File: src/rtl/rsut_pkg.sv
`timescale 1ns / 1ps

package rsut_pkg;

  // array and tree geometry
  localparam int MAX_ELEMENTS = 1024;
  localparam int TREE_NODES   = 2 * MAX_ELEMENTS;
  localparam int NODE_AW      = $clog2(TREE_NODES);
  localparam int LR_W         = NODE_AW + 1;

  // field widths
  localparam int IDX_W = 10;
  localparam int LEN_W = 11;
  localparam int VAL_W = 64;

  localparam logic [LEN_W-1:0] LENGTH_RESET = LEN_W'(1024);

  // command queue depth, power of two
  localparam int Q_DEPTH = 4;
  localparam int Q_PW    = $clog2(Q_DEPTH);

  // input action codes
  localparam logic ACT_WRITE = 1'b0;
  localparam logic ACT_QUERY = 1'b1;

  typedef struct packed {
    logic                    action;
    logic [IDX_W-1:0]        position;
    logic signed [VAL_W-1:0] new_value;
    logic [IDX_W-1:0]        range_low;
    logic [IDX_W-1:0]        range_high;
  } rsut_in_t;

  typedef struct packed {
    logic signed [VAL_W-1:0] range_total;
    logic                    range_empty;
  } rsut_out_t;

  typedef enum logic [1:0] {
    CMD_WRITE = 2'd0,
    CMD_QUERY = 2'd1,
    CMD_EMPTY = 2'd2
  } rsut_kind_t;

  // classified command handed from front to back
  typedef struct packed {
    rsut_kind_t       kind;
    logic [IDX_W-1:0] idx_a;
    logic [IDX_W-1:0] idx_b;
    logic [VAL_W-1:0] value;
  } rsut_cmd_t;

endpackage

File: src/rtl/rsut_fifo.sv
`timescale 1ns / 1ps

module rsut_fifo (
  input  logic                clk,
  input  logic                rst,
  input  logic                push,
  input  rsut_pkg::rsut_cmd_t push_data,
  output logic                full,
  input  logic                pop,
  output rsut_pkg::rsut_cmd_t pop_data,
  output logic                empty
);
  import rsut_pkg::*;

  rsut_cmd_t       slots [Q_DEPTH];
  logic [Q_PW-1:0] wr_ptr;
  logic [Q_PW-1:0] rd_ptr;
  logic [Q_PW:0]   count;

  assign full     = count == (Q_PW+1)'(Q_DEPTH);
  assign empty    = count == '0;
  assign pop_data = slots[rd_ptr];

  // pointers and fill level
  always_ff @(posedge clk) begin
    if (rst) begin
      wr_ptr <= '0;
      rd_ptr <= '0;
      count  <= '0;
    end else begin
      if (push) begin
        wr_ptr <= wr_ptr + Q_PW'(1);
      end
      if (pop) begin
        rd_ptr <= rd_ptr + Q_PW'(1);
      end
      if (push && !pop) begin
        count <= count + (Q_PW+1)'(1);
      end else if (pop && !push) begin
        count <= count - (Q_PW+1)'(1);
      end
    end
  end

  // storage
  always_ff @(posedge clk) begin
    if (push) begin
      slots[wr_ptr] <= push_data;
    end
  end

  a_no_overflow: assert property (@(posedge clk) disable iff (rst) !(push && full))
    else $error("command queue overflow");
  a_no_underflow: assert property (@(posedge clk) disable iff (rst) !(pop && empty))
    else $error("command queue underflow");
  a_count_bounded: assert property (@(posedge clk) disable iff (rst)
    count <= (Q_PW+1)'(Q_DEPTH))
    else $error("command queue fill level out of range");

endmodule

File: config.mk
export PLATFORM = sky130hd
export DESIGN_NAME = rsut_fifo
export DESIGN_NICKNAME = d
export VERILOG_FILES = /design/src/rtl/rsut_pkg.sv /design/src/rtl/rsut_fifo.sv
export SDC_FILE = /design/constraint.sdc
export NUM_CORES = 1
export LEC_CHECK = 0
export BUFFER_PORTS_ARGS = -buffer_cell sky130_fd_sc_hd__buf_2
export CAP_MARGIN = 40
export CORE_ASPECT_RATIO = 0.6
export CORE_UTILIZATION = 30
export CTS_BUF_LIST = sky130_fd_sc_hd__clkbuf_8
export CTS_CLUSTER_DIAMETER = 60
export DETAILED_ROUTE_END_ITERATION = 8
export GPL_TIMING_DRIVEN = 1
export PLACE_DENSITY_LB_ADDON = 0.08
export SETUP_SLACK_MARGIN = 0.2
export SLEW_MARGIN = 5
export SYNTH_ARGS = -nofsm -noshare
export SYNTH_HDL_FRONTEND = slang
export SYNTH_SLANG_ARGS = --single-unit
File: constraint.sdc
create_clock -name clk -period 4.5 [get_ports clk]
set_input_delay 0.45 -clock clk [delete_from_list [all_inputs] [get_ports clk]]
set_output_delay 0.45 -clock clk [all_outputs]
set_load 0.05 [all_outputs]
==> run_results.csv, run 1 <==
group,metric,value,unit
synth,syn_avg_cell_area,26.1,µm²
synth,synthesis.area,12900,µm²
worst_setup_path,path_max_fanout,25,
die,row_count,58,
placed_design,dp_hpwl,16000,µm
final_layout,drive_above_1_share,46.2,%
clock_tree,cts_buffer_depth,3,
placed_design,gp_congestion,0.693,
sta,hold_viol_final,0,
global_route,grt_use_total,12.8,%
sta,setup_viol,0,
sta,fin_crit,2.92,ns
die,die-width,269,µm
global_route,grt_most_used_layer,"met2",
drt,drt-pass1-iter-count,5,
final_layout,layout_common_cells,"edfxtp_1 (344), buf_2 (177), mux4_2 (86)",
global_route,use_met1,15.3,%
clock_tree,numCtsBuffers,54,
sta,fin_crit_sh,65.0,%
sta,tns,0,ns
global_route,first_global_vias,6621,
clock_tree,cts_resized,0,
sta,fin_worst_skew,0.0133,ns
drt,via_count,5847,
drt,wl_per_cell,20.5,µm
die,die_y,162,µm
global_route,antenna_found_initial,3,
clock_tree,clkSinkCount,353,
worst_setup_path,cp_data_arrival_time,2.47,ns
final_layout,final_util,36.7,%
sta,finalMaxSlewViolations,0,
global_route,gr-usage-met3,4.02,%
global_route,met2_usage,22.0,%
synth,synth_area_leader_cell,"edfxtp_1",
sta,worst_pin_slew,0.792,ns
drt,vias_per_cell,4.40,
drt,antenna_left,0,
synth,yosysTopAreaCellShare,80.2,%
synth,yosysUniqueCellTypes,21,
sta,max_freq,342,MHz
min_path,hp-class,"input pin to flip-flop",
drt,drc,0,
drt,finalWirelength,27200,µm
global_route,grt-ovfl-total,0,
power_and_ir_drop,vdd_drop_max,0.000197,V
final_layout,syn_to_final_growth,20.0,%
final_layout,nFillCells,3935,
die,core_area,42100,µm²
worst_setup_path,worstSetupEndpointType,"primary output",
synth,ys_seq_area_share,81.6,%
synth,synth_fp_nets,590,
sta,rsz0062_at_grt,"no",
synth,ys_warn_count,0,
sta,max_slew_margin,47.2,%
synth,syn_inst,494,
final_layout,layout_commonest_cell,"edfxtp_1",
worst_setup_path,required,4.05,ns
global_route,grt_max_degree,54,
clock_tree,htreeDepth,2,
worst_setup_path,critPathKind,"flip-flop to primary output",
clock_tree,cts_setup_buffers,0,
power_and_ir_drop,power,7.37,mW
power_and_ir_drop,cellLeakagePower,5.18,nW
global_route,grt_pass1_wl,41500,µm
sta,hold_ws,0.0757,ns
clock_tree,cts_tree,"yes",
clock_tree,cts_root_buf,"clkbuf_8",
run,cap_violations,0,
outcome,status,"completed",
clock_tree,cts_hold_repair.buffers,0,
clock_tree,clkTransAtPathRegs,0.06,ns
power_and_ir_drop,power_density,477,nW/µm²
die,io_pins,178,
die,die_area,43800,µm²
worst_setup_path,start_kind,"flip-flop",
synth,synth.ff_latch_count,353,
final_layout,nets,815,
die,initial_core_util,30.6,%
clock_tree,clk-insertion-delay-late,0.58,ns
drt,drt_iter0_markers,344,
placed_design,io_buffers,177,
synth,synth_area_leaders,"edfxtp_1 (80%), mux4_2 (15%), dfxtp_1 (1.4%)",
## metal layers
| metal | up-vias | share of wire [%] | wire length (µm) |
|---|---|---|---|
| li1 | 2571 | - | - |
| met1 | 3077 | 41 | 11200 |
| met2 | 145 | 50 | 13800 |
| met3 | 52 | 6.1 | 1660 |
| met4 | 2 | 2.2 | 610 |
| met5 | - | 0.062 | 17 |
## kinds of logic after synthesis
family,Yosys count,synth area share [%]
multiplexers,88,15.2
buffers and inverters,25,1.52
adder cells (fa/ha/maj),6,0.642
flip-flops,353,81.6
AO/OA/AOI/OAI,2,0.0777
XOR/XNOR,5,0.340
AND/OR/NAND/NOR,15,0.573
## worst max-delay path, cell delays in order (launching register included)
cell and delay [ns]:
dfxtp_4 0.48, buf_4 0.51, mux4_2 0.63, buf_2 0.24
## where the power goes
group	internal, mW	leakage [nW]	switching, mW	total [mW]
logic	0.315	1.38	0.759	1.07
registers	3.78	3.24	0.0478	3.83
clock network	1.28	0.573	1.19	2.47
total	5.38	5.18	2.00	7.37
## registers in the layout, indices dropped and copies added (netlist names), named ones only
signal,flops
slots,344
rd_ptr,2
wr_ptr,2
count,3
## layout make-up
cell class / count / area (µm²) / area share (%)
Antenna cell: 2 / 5.00 / 0.0324
Clock buffer: 61 / 840 / 5.44
Clock inverter: 32 / 158 / 1.02
Inverter: 4 / 15.0 / 0.0972
Multi-Input combinational cell: 116 / 2180 / 14.1
Sequential cell: 353 / 10500 / 68.1
Tap cell: 570 / 713 / 4.62
Timing Repair Buffer: 190 / 1020 / 6.58
## through the flow
step	cells	area (µm²)	setup slack (ns)
after floorplan	494	12900	1.51
after global placement	1232	14400	1.95
after detailed placement	1233	14400	2.12
after CTS	1326	15400	1.44
after global routing	1328	15400	1.36
final	1328	15400	1.58
## Yosys cell counts
library cell / count
nor3_1: 1
nor3b_1: 1
buf_2: 10
nand2_1: 1
buf_12: 5
inv_1: 4
xnor2_1: 2
buf_6: 1
nor2_1: 7
o21ai_0: 1
mux4_2: 86
dfxtp_1: 9
a21oi_1: 1
and2_1: 4
clkbuf_1: 5
xor2_1: 3
or3_1: 1
mux2i_1: 2
fa_1: 1
ha_1: 5
edfxtp_1: 344
## worst paths after layout
kind | slack [ns] | to | from | cells past startpoint
setup reg to reg | 2.39 | slots[2][43] | wr_ptr[0] | 4
hold / removal | 0.08 | slots[3][15] | push_data[15] | 1
hold reg to reg | 0.52 | count[2] | count[2] | 2
setup / recovery | 1.58 | pop_data[29] | flip-flop | 3
No activity file was read; power rests on OpenSTA's default activity.
==> run 2, diff against run 1 <==
Clock period 4.5 ns to 3 ns, I/O delays scaled along.
==> run_results.csv, run 2 (synthesis gave the netlist of run 1 again) <==
group,metric,value,unit
min_path,hp-class,"input pin to flip-flop",
clock_tree,clkTransAtPathRegs,0.07,ns
global_route,antenna_found_initial,2,
final_layout,regMostFlops,"slots",
sta,finalMaxSlewViolations,0,
clock_tree,htreeDepth,2,
die,die_y,162,µm
worst_setup_path,required,2.70,ns
worst_setup_path,cp_data_arrival_time,2.22,ns
global_route,grt_use_total,12.6,%
power_and_ir_drop,power_density,682,nW/µm²
final_layout,syn_to_final_growth,28.2,%
final_layout,nets,916,
die,core_area,42100,µm²
final_layout,reg_top3,"slots: 344 flops, count: 3 flops",
sta,worst_slack,0.479,ns
die,die_area,43800,µm²
final_layout,final_util,39.2,%
die,io_pins,178,
power_and_ir_drop,cellLeakagePower,5.63,nW
run,cap_violations,0,
final_layout,layout_common_cells,"edfxtp_1 (344), buf_2 (177), dlygate4sd3_1 (88)",
die,initial_core_util,30.6,%
sta,tns,0,ns
drt,drc,0,
power_and_ir_drop,vdd_drop_max,0.000365,V
worst_setup_path,start_kind,"flip-flop",
sta,max_freq,397,MHz
global_route,grt_pass1_wl,41700,µm
sta,hold_ws,0.0917,ns
die,die-width,269,µm
clock_tree,clk-insertion-delay-late,0.59,ns
sta,max_slew_margin,45.7,%
global_route,grt_max_degree,49,
worst_setup_path,worstSetupEndpointType,"primary output",
clock_tree,numCtsBuffers,55,
drt,drt-pass1-iter-count,4,
clock_tree,cts_tree,"yes",
sta,worst_pin_slew,0.815,ns
final_layout,largest_reg_flops,344,
placed_design,gp_congestion,0.675,
global_route,first_global_vias,7058,
final_layout,drive_above_1_share,41.8,%
placed_design,post-place-ws,0.847,ns
outcome,status,"completed",
die,row_count,58,
drt,drt_iter0_markers,372,
sta,fin_crit,2.52,ns
worst_setup_path,critPathKind,"flip-flop to primary output",
clock_tree,cts_buffer_depth,3,
clock_tree,clkSinkCount,353,
drt,vias_per_cell,4.36,
clock_tree,cts_root_buf,"clkbuf_8",
sta,fin_worst_skew,0.0147,ns
drt,via_count,6253,
drt,finalWirelength,27800,µm
sta,hold_viol_final,0,
drt,antenna_left,0,
drt,wl_per_cell,19.4,µm
worst_setup_path,path_max_fanout,18,
placed_design,dp_hpwl,15800,µm
global_route,grt-ovfl-total,0,
sta,rsz0062_at_grt,"no",
sta,fin_crit_sh,84.0,%
sta,setup_viol,0,
final_layout,layout_commonest_cell,"edfxtp_1",
placed_design,io_buffers,177,
run 2: layout make-up:
cell class	count	area, µm²
fill	3859	25600
clock inverter	43	226
multi-input combinational	116	2180
antenna	2	5.00
inverter	4	15.0
sequential	353	10500
clock buffer	57	785
tap	570	713
timing repair buffer	290	2060
run 2: final timing paths:
| check | from | to | slack [ns] | cells after the start |
|---|---|---|---|---|
| setup / recovery | flip-flop | pop_data[20] | 0.48 | 3 |
| hold / removal | push | wr_ptr[1] | 0.09 | 3 |
| setup reg to reg | wr_ptr[0] | slots[0][47] | 1.22 | 4 |
| hold reg to reg | count[2] | count[2] | 0.52 | 2 |
run 2: worst max-delay path: stages, from the launching register on:
cell and delay, ns:
dfxtp_4 0.50, buf_6 0.30, mux4_2 0.58, buf_2 0.23
run 2: power breakdown:
part | leakage, nW | internal, mW | switching, mW
logic | 1.82 | 0.579 | 1.16
clock network | 0.574 | 1.93 | 1.84
registers | 3.24 | 5.66 | 0.0760
run 2: timing repair:
action / CTS / global route
cloned: 0 / 1
hold buffers: 88 / 0
buffers inserted: 0 / 7
endpoints found under the hold margin: 353 / 0
setup endpoints to repair: 8 / 40
gates resized for setup: 2 / 0
run 2: per-stage QoR:
step	instance area (µm²)	instances	power (mW)
2_1_floorplan	12900	494	7.04
3_3_place_gp	14500	1237	7.48
3_5_place_dp	14500	1237	7.50
4_1_cts	16400	1425	11.4
5_1_grt	16500	1434	11.8
6_report	16500	1435	11.2
run 2: layer usage:
metal	vias to the layer above	track usage (%)	part of all wire, %
met5	-	0	0
met4	0	3.82	1.8
met3	48	3.44	4.7
met2	134	21.8	50
met1	3292	15.5	43
li1	2779	-	-
