===== src/rtl/rsut_pkg.sv =====
`timescale 1ns / 1ps

package rsut_pkg;

  // array and tree geometry
  localparam int MAX_ELEMENTS = 1024;
  localparam int TREE_NODES   = 2 * MAX_ELEMENTS;
  localparam int NODE_AW      = $clog2(TREE_NODES);
  localparam int LR_W         = NODE_AW + 1;

  // field widths
  localparam int IDX_W = 10;
  localparam int LEN_W = 11;
  localparam int VAL_W = 64;

  localparam logic [LEN_W-1:0] LENGTH_RESET = LEN_W'(1024);

  // command queue depth, power of two
  localparam int Q_DEPTH = 4;
  localparam int Q_PW    = $clog2(Q_DEPTH);

  // input action codes
  localparam logic ACT_WRITE = 1'b0;
  localparam logic ACT_QUERY = 1'b1;

  typedef struct packed {
    logic                    action;
    logic [IDX_W-1:0]        position;
    logic signed [VAL_W-1:0] new_value;
    logic [IDX_W-1:0]        range_low;
    logic [IDX_W-1:0]        range_high;
  } rsut_in_t;

  typedef struct packed {
    logic signed [VAL_W-1:0] range_total;
    logic                    range_empty;
  } rsut_out_t;

  typedef enum logic [1:0] {
    CMD_WRITE = 2'd0,
    CMD_QUERY = 2'd1,
    CMD_EMPTY = 2'd2
  } rsut_kind_t;

  // classified command handed from front to back
  typedef struct packed {
    rsut_kind_t       kind;
    logic [IDX_W-1:0] idx_a;
    logic [IDX_W-1:0] idx_b;
    logic [VAL_W-1:0] value;
  } rsut_cmd_t;

endpackage


===== src/rtl/rsut_front.sv =====
`timescale 1ns / 1ps

module rsut_front (
  input  logic                      clk,
  input  logic                      rst,
  input  logic                      cfg_valid,
  output logic                      cfg_ready,
  input  logic [rsut_pkg::LEN_W-1:0] cfg_data,
  input  logic                      in_valid,
  output logic                      in_ready,
  input  rsut_pkg::rsut_in_t        in_data,
  input  logic                      q_full,
  input  logic                      back_busy,
  output logic                      push,
  output rsut_pkg::rsut_cmd_t       push_data
);
  import rsut_pkg::*;

  logic [LEN_W-1:0] active_length;
  logic [LEN_W-1:0] len_eff;
  logic [LEN_W-1:0] len_m1;
  logic [IDX_W-1:0] hi_clip;
  logic             keep;

  // length register, always writable
  assign cfg_ready = 1'b1;

  always_ff @(posedge clk) begin
    if (rst) begin
      active_length <= LENGTH_RESET;
    end else if (cfg_valid) begin
      active_length <= cfg_data;
    end
  end

  // effective length, oversized values saturate
  assign len_eff = (active_length > LEN_W'(MAX_ELEMENTS)) ? LEN_W'(MAX_ELEMENTS)
                                                          : active_length;
  assign len_m1  = len_eff - LEN_W'(1);

  // take beats while the tree is not clearing and the queue has room
  assign in_ready = !back_busy && !q_full;

  // classify the beat
  always_comb begin
    push_data.kind  = CMD_WRITE;
    push_data.idx_a = in_data.position;
    push_data.idx_b = in_data.range_high;
    push_data.value = in_data.new_value;
    hi_clip         = in_data.range_high;
    keep            = 1'b1;
    if (in_data.action == ACT_WRITE) begin
      // writes past the end are dropped
      keep = {1'b0, in_data.position} < len_eff;
    end else begin
      if ({1'b0, in_data.range_high} > len_m1) begin
        hi_clip = len_m1[IDX_W-1:0];
      end
      push_data.idx_a = in_data.range_low;
      push_data.idx_b = hi_clip;
      if (len_eff == '0 || {1'b0, in_data.range_low} >= len_eff ||
          in_data.range_low > hi_clip) begin
        push_data.kind = CMD_EMPTY;
      end else begin
        push_data.kind = CMD_QUERY;
      end
    end
  end

  assign push = in_valid && in_ready && keep;

endmodule


===== config.mk =====
export PLATFORM = sky130hd
export DESIGN_NAME = rsut_front
export DESIGN_NICKNAME = d
export VERILOG_FILES = /design/src/rtl/rsut_pkg.sv /design/src/rtl/rsut_front.sv
export SDC_FILE = /design/constraint.sdc
export NUM_CORES = 1
export LEC_CHECK = 0
export ABC_AREA = 0
export BUFFER_PORTS_ARGS = -buffer_cell sky130_fd_sc_hd__clkbuf_2
export CAP_MARGIN = 30
export CORE_MARGIN = 2
export CORE_UTILIZATION = 27
export DETAILED_ROUTE_END_ITERATION = 10
export SETUP_SLACK_MARGIN = 0.3
export SLEW_MARGIN = 10
export SYNTH_ARGS = -nofsm -noshare
export SYNTH_HDL_FRONTEND = slang
export SYNTH_SLANG_ARGS = --single-unit

===== constraint.sdc =====
create_clock -name clk -period 4.4 [get_ports clk]
set_input_delay 0 -clock clk [delete_from_list [all_inputs] [get_ports clk]]
set_output_delay 0 -clock clk [all_outputs]
set_load 0.02 [all_outputs]

==> results of run 1 <==
kinds of logic (layout without fill, tap and decap cells):
family | after synthesis | after routing
AOI/OAI and AO/OA | 44 | 44
adders and majority gates | 38 | 38
other | 1 | 1
buffers and inverters | 87 | 119
DFF | 11 | 11
xor gates and xnor gates | 5 | 5
and+or+nand+nor | 67 | 67
muxes | 42 | 42
layout by cell type, fill, tap and decap left out, drive strengths merged, types with 4 or more instances in the layout:
| cell | netlist | routed |
|---|---|---|
| nor2 | 19 | 19 |
| nand4 | 4 | 4 |
| dlygate4sd3 | 0 | 5 |
| a21oi | 10 | 10 |
| nand2b | 10 | 10 |
| nor3 | 5 | 5 |
| nor2b | 6 | 6 |
| inv | 14 | 14 |
| mux2i | 23 | 23 |
| xnor2 | 4 | 4 |
| mux2 | 19 | 19 |
| clkbuf | 5 | 74 |
| dfxtp | 11 | 11 |
| buf | 68 | 26 |
| ha | 38 | 38 |
| o21a | 8 | 8 |
| nand3 | 5 | 5 |
| o21ai | 8 | 8 |
| nand2 | 5 | 5 |
layer usage:
layer	track usage	vias to the layer above
met5	0	-
met4	0.0464	0
met3	0.0190	25
met2	0.234	72
met1	0.151	936
li1	-	1044
area by class of cell:
type | instances | area [um2] | share of cell area
Sequential cell | 11 | 223 | 0.0772
Clock buffer | 4 | 45.0 | 0.0156
Inverter | 14 | 52.6 | 0.0182
Timing Repair Buffer | 101 | 624 | 0.216
Multi-Input combinational cell | 197 | 1810 | 0.626
Tap cell | 108 | 135 | 0.0468
through the flow:
stage                     TNS, ps  instance area, um2  worst slack (ps)  power [mW]  hold WS [ps]
after CTS                   -8.68                2830             -8.68       0.553         0.137
after detailed placement     -164                2590              -133       0.416         0.137
after floorplan                 0                2510               315       0.401          82.1
final                           0                2890              62.6       0.563       0.00775
after global routing         -264                2890              -168       0.608        0.0292
after global placement          0                2590              48.2       0.408         0.137
worst reg2reg max path, cell delays in order, from the launching register on:
cell	delay (ps)
sky130_fd_sc_hd__dfxtp_1	330
sky130_fd_sc_hd__buf_4	190
sky130_fd_sc_hd__nor2b_1	140
sky130_fd_sc_hd__a211o_1	230
worst max path at each step:
stage,startpoint,to,depth (start not counted)
2_1_floorplan,active_length[10],push_data[84],22
3_3_place_gp,active_length[0],push_data[84],20
3_5_place_dp,active_length[0],push_data[84],21
4_1_cts,active_length[0],push_data[84],21
5_1_grt,active_length[0],push_data[84],21
6_report,active_length[0],push_data[84],21
power groups by stage:
stage	logic, mW	registers [mW]	clock network [mW]
floorplan	0.287	0.113	0
global placement	0.294	0.114	0
detailed placement	0.301	0.115	0
CTS	0.335	0.114	0.105
global route	0.383	0.115	0.110
finish	0.347	0.114	0.103
repair_timing:
item                                    4_1_cts  5_1_grt
endpoints found under the hold margin         5        0
cloned                                        0        0
hold buffers                                  5        0
resized for setup                            18       10
endpoints found under the setup margin        2        2
setup buffers                                 6        1
pin swaps                                    11        2
==> flow_results.xml, run 1 <==
<?xml version="1.0" encoding="UTF-8"?>
<metrics>
  <group name="timing">
    <metric name="setup_viol_count_final" unit="">0</metric>
    <metric name="final_period_minus_worst_setup_slack" unit="ps">4340</metric>
    <metric name="worst_margin_slew" unit="ps">627</metric>
    <metric name="maxSlewHeadroom" unit="">0.570</metric>
    <metric name="number_of_endpoints_with_negative_hold_slack_in_the_final_report" unit="">0</metric>
    <metric name="report.final.slew_viol_count" unit="">0</metric>
    <metric name="post_route_skew" unit="ps">0</metric>
    <metric name="rsz0062_at_grt" unit="">yes</metric>
    <metric name="fmax" unit="MHz">231</metric>
    <metric name="fin_crit_share" unit="">0.986</metric>
  </group>
  <group name="setup_path">
    <metric name="timing.critical_path.fanout_max" unit="">5</metric>
    <metric name="setup.worst_path.class" unit="">reg2out</metric>
    <metric name="endpoint_of_the_lowest_slack_register_to_register_path" unit="">active_length[10]</metric>
    <metric name="arrival" unit="ps">4340</metric>
    <metric name="worst_path_dominant_cell_family" unit="">compound AO/OA/AOI/OAI gates</metric>
    <metric name="worstReg2RegStart" unit="">active_length[10]</metric>
    <metric name="setup.worst_path.start_class" unit="">register</metric>
    <metric name="path_cells" unit="">buf_6 -&gt; or2b_4 -&gt; ha_4 -&gt; buf_4 -&gt; xnor2_1 -&gt; inv_1 -&gt; ha_1 -&gt; nand3_1 -&gt; o41a_4 -&gt; nand3_4 -&gt; buf_6 -&gt; mux2i_4 -&gt; ha_2 -&gt; nor2b_4 -&gt; o21a_1 -&gt; o21a_1 -&gt; o211ai_1 -&gt; a31oi_1 -&gt; nor3_2 -&gt; and2_4 -&gt; clkbuf_8</metric>
    <metric name="buffering_stage_count_on_the_worst_path_with_inverters_included" unit="">5</metric>
    <metric name="crit_path_max_incr_delay" unit="ps">530</metric>
    <metric name="rrSetupSlack" unit="ps">3410</metric>
    <metric name="critical_path.slowest_cell" unit="">sky130_fd_sc_hd__o41a_4</metric>
    <metric name="critPathCaptureType" unit="">output pin</metric>
    <metric name="worst_reg_to_reg_cells" unit="">3</metric>
    <metric name="required" unit="ps">4400</metric>
  </group>
  <group name="synth">
    <metric name="yosys-top-cells-area" unit="">sky130_fd_sc_hd__buf_4 (20%), sky130_fd_sc_hd__ha_1 (19%), sky130_fd_sc_hd__mux2i_1 (9.4%)</metric>
    <metric name="yosys.area_share.simple" unit="">0.155</metric>
    <metric name="netlist_instances" unit="">295</metric>
    <metric name="ys.flop_type" unit="">sky130_fd_sc_hd__dfxtp_1</metric>
    <metric name="post_synth_arst_share" unit="">0</metric>
    <metric name="most_repeated_cell_in_the_gate_level_netlist_after_synthesis" unit="">sky130_fd_sc_hd__buf_4</metric>
    <metric name="synth_edf_count" unit="">0</metric>
    <metric name="net_count_after_synthesis" unit="">445</metric>
    <metric name="synthesized_area_fraction_occupied_by_ao_oa_aoi_and_oai_cells" unit="">0.127</metric>
    <metric name="cell_type_with_the_largest_total_area_after_synthesis" unit="">sky130_fd_sc_hd__buf_4</metric>
    <metric name="synthMuxAreaShare" unit="">0.181</metric>
    <metric name="netlist.area_leader.share" unit="">0.205</metric>
    <metric name="combinational_family_with_the_most_area_after_synthesis" unit="">buffers and inverters</metric>
    <metric name="synth_area_per_cell" unit="um2">8.33</metric>
    <metric name="ys_seq_area_frac" unit="">0.0896</metric>
    <metric name="synth_xor_xnor_area_share" unit="">0.0178</metric>
    <metric name="synth.cell_area" unit="um2">2460</metric>
    <metric name="synthAdderAreaFrac" unit="">0.193</metric>
    <metric name="synth.top_cells.by_count" unit="">sky130_fd_sc_hd__buf_4 (67), sky130_fd_sc_hd__ha_1 (38), sky130_fd_sc_hd__mux2i_1 (23)</metric>
    <metric name="synth-warning-count" unit="">0</metric>
    <metric name="synth-seq-cells" unit="">11</metric>
    <metric name="synth_cell_types" unit="">43</metric>
  </group>
  <group name="route">
    <metric name="drtIter0Drc" unit="">47</metric>
    <metric name="wl" unit="mm">6.58</metric>
    <metric name="wl_met2" unit="mm">3.21</metric>
    <metric name="dr_total_vias" unit="">2077</metric>
    <metric name="ant_nets" unit="">0</metric>
    <metric name="detailroute.wirelength.met3" unit="um">393</metric>
    <metric name="drt_pass1_iterations" unit="">4</metric>
    <metric name="post_drt_wl_per_cell" unit="um">15.1</metric>
    <metric name="detail_route.vias_per_cell" unit="">4.77</metric>
    <metric name="drc_errors" unit="">0</metric>
    <metric name="wl_met1" unit="mm">2.83</metric>
    <metric name="highest_signal_layer" unit="">met4</metric>
  </group>
  <group name="die">
    <metric name="floorplan.initialDensity" unit="">0.280</metric>
    <metric name="die_h" unit="um">99.4</metric>
    <metric name="rows" unit="">34</metric>
    <metric name="area_enclosed_by_the_die_boundary" unit="um2">9880</metric>
    <metric name="placeable_core_region" unit="um2">8760</metric>
    <metric name="boundaryPins" unit="">201</metric>
    <metric name="horizontal_die_dimension" unit="um">99.4</metric>
  </group>
  <group name="grt">
    <metric name="wire_length_of_the_first_global_routing_pass" unit="mm">10.3</metric>
    <metric name="number_of_antenna_violations_at_the_first_check_in_global_routing" unit="">0</metric>
    <metric name="grt_start_max_net_pins" unit="">17</metric>
    <metric name="gr-total-overflow" unit="">0</metric>
    <metric name="grt_usage" unit="">0.128</metric>
    <metric name="first_global_vias" unit="">2096</metric>
  </group>
  <group name="place">
    <metric name="placement.io_buffers" unit="">71</metric>
    <metric name="gp_congestion" unit="">0.823</metric>
    <metric name="place_inst" unit="">419</metric>
    <metric name="hpwlAfterDp" unit="mm">5.58</metric>
  </group>
  <group name="clocking">
    <metric name="clk_transition_reported_paths" unit="ps">50</metric>
    <metric name="worstSkewPairLatency" unit="ps">240</metric>
    <metric name="clock_tree_from_tritoncts" unit="">built</metric>
    <metric name="h_tree_levels" unit="">1</metric>
    <metric name="cts_num_sinks" unit="">11</metric>
    <metric name="numCtsBuffers" unit="">3</metric>
    <metric name="clk_root_buffer_cell" unit="">sky130_fd_sc_hd__clkbuf_8</metric>
    <metric name="cts_max_path_buffers" unit="">2</metric>
  </group>
  <group name="run_status">
    <metric name="outcome" unit="">completed</metric>
  </group>
  <group name="final_layout">
    <metric name="stdcell_count" unit="">435</metric>
    <metric name="final_core_util" unit="">0.329</metric>
    <metric name="largest_register" unit="">active_length</metric>
    <metric name="finish.net_count" unit="">478</metric>
    <metric name="largest_register_ff_count" unit="">11</metric>
    <metric name="reg.largest.list" unit="">active_length (11)</metric>
    <metric name="syn2layout_area_growth" unit="%">17.5</metric>
    <metric name="antenna_cells_inserted" unit="">0</metric>
    <metric name="ratio_of_cells_with_drive_above_1_in_the_final_layout" unit="">0.437</metric>
    <metric name="fillerInstances" unit="">939</metric>
  </group>
  <group name="hold_path">
    <metric name="min_delay_path_depth" unit="">0</metric>
    <metric name="whs_endpoint" unit="">push_data[54]</metric>
    <metric name="worstHoldPathType" unit="">in2out</metric>
    <metric name="hp-start" unit="">in_data[74]</metric>
  </group>
  <group name="pwr">
    <metric name="switching_power" unit="mW">0.222</metric>
    <metric name="clock_power_share" unit="">0.182</metric>
    <metric name="cellPowerDensity" unit="nW/um2">195</metric>
    <metric name="power.share.switching" unit="">0.393</metric>
    <metric name="seqPwrFrac" unit="">0.203</metric>
    <metric name="ir_drop" unit="mV">0.157</metric>
    <metric name="leakage" unit="nW">1.44</metric>
    <metric name="p_comb_frac" unit="">0.615</metric>
    <metric name="internal_power" unit="mW">0.342</metric>
  </group>
  <group name="job">
    <metric name="maxCapViolCount" unit="">0</metric>
  </group>
</metrics>
No activity file was read; power rests on OpenSTA's default activity.
==> run 2: changes to the inputs <==
--- a/config.mk
+++ b/config.mk
@@ -5,12 +5,13 @@
 export SDC_FILE = /design/constraint.sdc
 export NUM_CORES = 1
 export LEC_CHECK = 0
-export ABC_AREA = 0
+export ABC_AREA = 1
 export BUFFER_PORTS_ARGS = -buffer_cell sky130_fd_sc_hd__clkbuf_2
 export CAP_MARGIN = 30
 export CORE_MARGIN = 2
 export CORE_UTILIZATION = 27
 export DETAILED_ROUTE_END_ITERATION = 10
+export MAX_ROUTING_LAYER = met4
 export SETUP_SLACK_MARGIN = 0.3
 export SLEW_MARGIN = 10
 export SYNTH_ARGS = -nofsm -noshare
==> run 2 against run 1 <==
Net effect:
- sequential cell count is the same
- routed wire length grew 20%
- core utilization grew 0.12 points
- largest cell class unchanged
- the run now ends with hold timing left
- largest power group unchanged
==> flow_results.xml, run 2 <==
<?xml version="1.0" encoding="UTF-8"?>
<metrics>
  <group name="run_status">
    <metric name="outcome" unit="">finished, violations left</metric>
    <metric name="violations" unit="">hold timing</metric>
  </group>
  <group name="synth">
    <metric name="cell_type_with_the_largest_total_area_after_synthesis" unit="">sky130_fd_sc_hd__buf_4</metric>
    <metric name="synth.top_cells.by_count" unit="">sky130_fd_sc_hd__nand2_1 (108), sky130_fd_sc_hd__buf_4 (66), sky130_fd_sc_hd__ha_1 (38)</metric>
    <metric name="synth_cell_types" unit="">36</metric>
    <metric name="post_synth_arst_share" unit="">0</metric>
    <metric name="synthMuxAreaShare" unit="">0</metric>
    <metric name="synth.cell_area" unit="um2">2600</metric>
    <metric name="synth_xor_xnor_area_share" unit="">0.0168</metric>
    <metric name="synth_edf_count" unit="">0</metric>
    <metric name="synth_area_per_cell" unit="um2">6.40</metric>
    <metric name="ys_seq_area_frac" unit="">0.0847</metric>
    <metric name="synthesized_area_fraction_occupied_by_ao_oa_aoi_and_oai_cells" unit="">0.109</metric>
    <metric name="netlist.area_leader.share" unit="">0.191</metric>
    <metric name="ys.flop_type" unit="">sky130_fd_sc_hd__dfxtp_1</metric>
    <metric name="combinational_family_with_the_most_area_after_synthesis" unit="">simple AND/OR/NAND/NOR gates</metric>
    <metric name="synth-seq-cells" unit="">11</metric>
    <metric name="yosys-top-cells-area" unit="">sky130_fd_sc_hd__buf_4 (19%), sky130_fd_sc_hd__ha_1 (18%), sky130_fd_sc_hd__nand2_1 (16%)</metric>
    <metric name="yosys.area_share.simple" unit="">0.348</metric>
    <metric name="net_count_after_synthesis" unit="">556</metric>
    <metric name="synthAdderAreaFrac" unit="">0.183</metric>
    <metric name="synth-warning-count" unit="">0</metric>
    <metric name="most_repeated_cell_in_the_gate_level_netlist_after_synthesis" unit="">sky130_fd_sc_hd__nand2_1</metric>
    <metric name="netlist_instances" unit="">406</metric>
  </group>
  <group name="route">
    <metric name="drt_pass1_iterations" unit="">4</metric>
    <metric name="wl" unit="mm">7.86</metric>
    <metric name="post_drt_wl_per_cell" unit="um">14.1</metric>
    <metric name="drtIter0Drc" unit="">100</metric>
    <metric name="dr_total_vias" unit="">2619</metric>
    <metric name="ant_nets" unit="">0</metric>
    <metric name="detail_route.vias_per_cell" unit="">4.69</metric>
    <metric name="drc_errors" unit="">0</metric>
  </group>
  <group name="pwr">
    <metric name="leakage" unit="nW">1.68</metric>
    <metric name="cellPowerDensity" unit="nW/um2">217</metric>
    <metric name="ir_drop" unit="mV">0.0707</metric>
  </group>
  <group name="die">
    <metric name="boundaryPins" unit="">201</metric>
    <metric name="area_enclosed_by_the_die_boundary" unit="um2">10400</metric>
    <metric name="placeable_core_region" unit="um2">9280</metric>
    <metric name="rows" unit="">35</metric>
    <metric name="horizontal_die_dimension" unit="um">102</metric>
    <metric name="floorplan.initialDensity" unit="">0.280</metric>
    <metric name="die_h" unit="um">102</metric>
  </group>
  <group name="final_layout">
    <metric name="finish.net_count" unit="">580</metric>
    <metric name="final_core_util" unit="">0.331</metric>
    <metric name="largest_register_ff_count" unit="">11</metric>
    <metric name="ff_latch_area" unit="um2">238</metric>
    <metric name="reg.largest.list" unit="">active_length (11)</metric>
    <metric name="multi_input_comb_area" unit="um2">1960</metric>
    <metric name="syn2layout_area_growth" unit="%">18.0</metric>
    <metric name="ratio_of_cells_with_drive_above_1_in_the_final_layout" unit="">0.380</metric>
    <metric name="fillerInstances" unit="">1022</metric>
    <metric name="final_common_cell" unit="">sky130_fd_sc_hd__nand2_1</metric>
    <metric name="largest_register" unit="">active_length</metric>
    <metric name="antenna_cells_inserted" unit="">0</metric>
    <metric name="most_frequent_cells_in_the_layout" unit="">sky130_fd_sc_hd__nand2_1 (97), sky130_fd_sc_hd__clkbuf_2 (69), sky130_fd_sc_hd__ha_1 (33)</metric>
  </group>
  <group name="clocking">
    <metric name="cts_num_sinks" unit="">11</metric>
    <metric name="numCtsBuffers" unit="">3</metric>
    <metric name="cts_max_path_buffers" unit="">2</metric>
    <metric name="clock_tree_from_tritoncts" unit="">built</metric>
    <metric name="worstSkewPairLatency" unit="ps">240</metric>
    <metric name="clk_root_buffer_cell" unit="">sky130_fd_sc_hd__clkbuf_8</metric>
    <metric name="h_tree_levels" unit="">1</metric>
    <metric name="clk_transition_reported_paths" unit="ps">50</metric>
  </group>
  <group name="hold_path">
    <metric name="worstHoldPathType" unit="">in2reg</metric>
  </group>
  <group name="setup_path">
    <metric name="timing.critical_path.mode_cell" unit="">sky130_fd_sc_hd__nand2_1</metric>
    <metric name="setup.worst_path.start_class" unit="">register</metric>
    <metric name="critical_path.slowest_cell" unit="">sky130_fd_sc_hd__dfxtp_4</metric>
    <metric name="setup.worst_path.class" unit="">reg2out</metric>
    <metric name="critPathCaptureType" unit="">output pin</metric>
    <metric name="crit_path_max_incr_delay" unit="ps">360</metric>
    <metric name="required" unit="ps">4400</metric>
    <metric name="arrival" unit="ps">3910</metric>
    <metric name="timing.critical_path.fanout_max" unit="">10</metric>
  </group>
  <group name="timing">
    <metric name="fmax" unit="MHz">255</metric>
    <metric name="number_of_endpoints_with_negative_hold_slack_in_the_final_report" unit="">1</metric>
    <metric name="timing.setup.tns" unit="ps">0</metric>
    <metric name="setup_viol_count_final" unit="">0</metric>
    <metric name="worst_margin_slew" unit="ps">744</metric>
    <metric name="fin_crit_share" unit="">0.890</metric>
    <metric name="final_period_minus_worst_setup_slack" unit="ps">3910</metric>
    <metric name="report.final.slew_viol_count" unit="">0</metric>
    <metric name="rsz0062_at_grt" unit="">no</metric>
    <metric name="post_route_skew" unit="ps">0</metric>
    <metric name="whs" unit="ps">-4.76</metric>
    <metric name="maxSlewHeadroom" unit="">0.504</metric>
  </group>
  <group name="grt">
    <metric name="grt_use_met2" unit="">0.243</metric>
    <metric name="grt.met1_usage" unit="">0.179</metric>
    <metric name="grt_usage" unit="">0.144</metric>
    <metric name="number_of_antenna_violations_at_the_first_check_in_global_routing" unit="">0</metric>
    <metric name="gr-total-overflow" unit="">0</metric>
    <metric name="globalRouteMet3Util" unit="">0.0198</metric>
    <metric name="gr_busiest_metal" unit="">met2</metric>
    <metric name="first_global_vias" unit="">2403</metric>
    <metric name="grt_start_max_net_pins" unit="">23</metric>
    <metric name="wire_length_of_the_first_global_routing_pass" unit="mm">11.6</metric>
  </group>
  <group name="place">
    <metric name="hpwlAfterDp" unit="mm">6.35</metric>
    <metric name="gp_congestion" unit="">0.988</metric>
    <metric name="placement.io_buffers" unit="">71</metric>
  </group>
  <group name="job">
    <metric name="maxCapViolCount" unit="">0</metric>
  </group>
</metrics>
run 2: cell types whose count changed in the layout (fill, tap and decap cells not counted), sizes merged, moves of 4 or more:
| cell | change |
|---|---|
| nor2b | -6 |
| inv | +17 |
| nand3 | +26 |
| buf | -10 |
| a21oi | +9 |
| nand2b | -10 |
| mux2 | -19 |
| mux2i | -23 |
| nand2 | +113 |
| nor2 | +16 |
| o21ai | +14 |
| o21a | -8 |
| nor3 | -4 |
run 2: metrics by stage:
step	hold WS [ps]	std cells	instance area, um2	setup slack, ps	power, mW
after floorplan	82.2	406	2600	881	0.451
after global placement	0.137	533	2580	377	0.463
after detailed placement	0.137	533	2580	213	0.470
after CTS	0.0595	545	2740	305	0.587
after global routing	0.0296	558	3070	276	0.723
final	-4.76	558	3070	485	0.666
run 2: worst max-delay path: cells and delay by family, from the launching register on:
kind,cells,cell delay (ps)
buf+inv,4,330
simple gates,16,1590
xor+xnor,1,180
compound gates,4,600
fa+ha+maj,2,580
flops,1,360
run 2: cell type report:
class / count / share of cell area
clock buffers: 4 / 0.0147
inverters: 33 / 0.0420
multi-input cells: 289 / 0.638
well taps: 129 / 0.0526
flip-flops and latches: 11 / 0.0775
repair buffers: 92 / 0.176
run 2: final timing paths:
kind                                        from                to  slack [ps]  cells after the start
worst max-delay path            active_length[5]     push_data[85]         490                     27
worst min-delay path                 cfg_data[1]  active_length[1]          -5                      3
worst max register to register  active_length[3]  active_length[3]        3690                      2
worst min register to register  active_length[0]  active_length[0]         520                      2
run 2: timing repair:
action	CTS	global route
cloned	0	1
hold buffers	7	0
setup endpoints to repair	2	2
resized for setup	10	58
hold endpoints to repair	6	0
pin swaps	1	17
buffers inserted	1	12
run 2: cells by family (layout without fill, tap and decap cells):
| kind of cell | after synthesis | in the layout |
|---|---|---|
| buf+inv | 107 | 129 |
| simple gates | 195 | 196 |
| fa+ha+maj | 38 | 38 |
| other cells | 1 | 1 |
| compound gates | 49 | 49 |
| flops | 11 | 11 |
| xor+xnor | 5 | 5 |
run 2: per-layer routing:
layer / up-vias / share of wire
li1: 1313 / -
met1: 1193 / 0.43
met2: 80 / 0.48
met3: 33 / 0.059
met4: 0 / 0.023
met5: - / 0
run 2: where the power goes:
part           total (mW)  internal, mW  switching (mW)
clock               0.103        0.0637          0.0391
combinational       0.444         0.182           0.262
sequential          0.119         0.107          0.0123
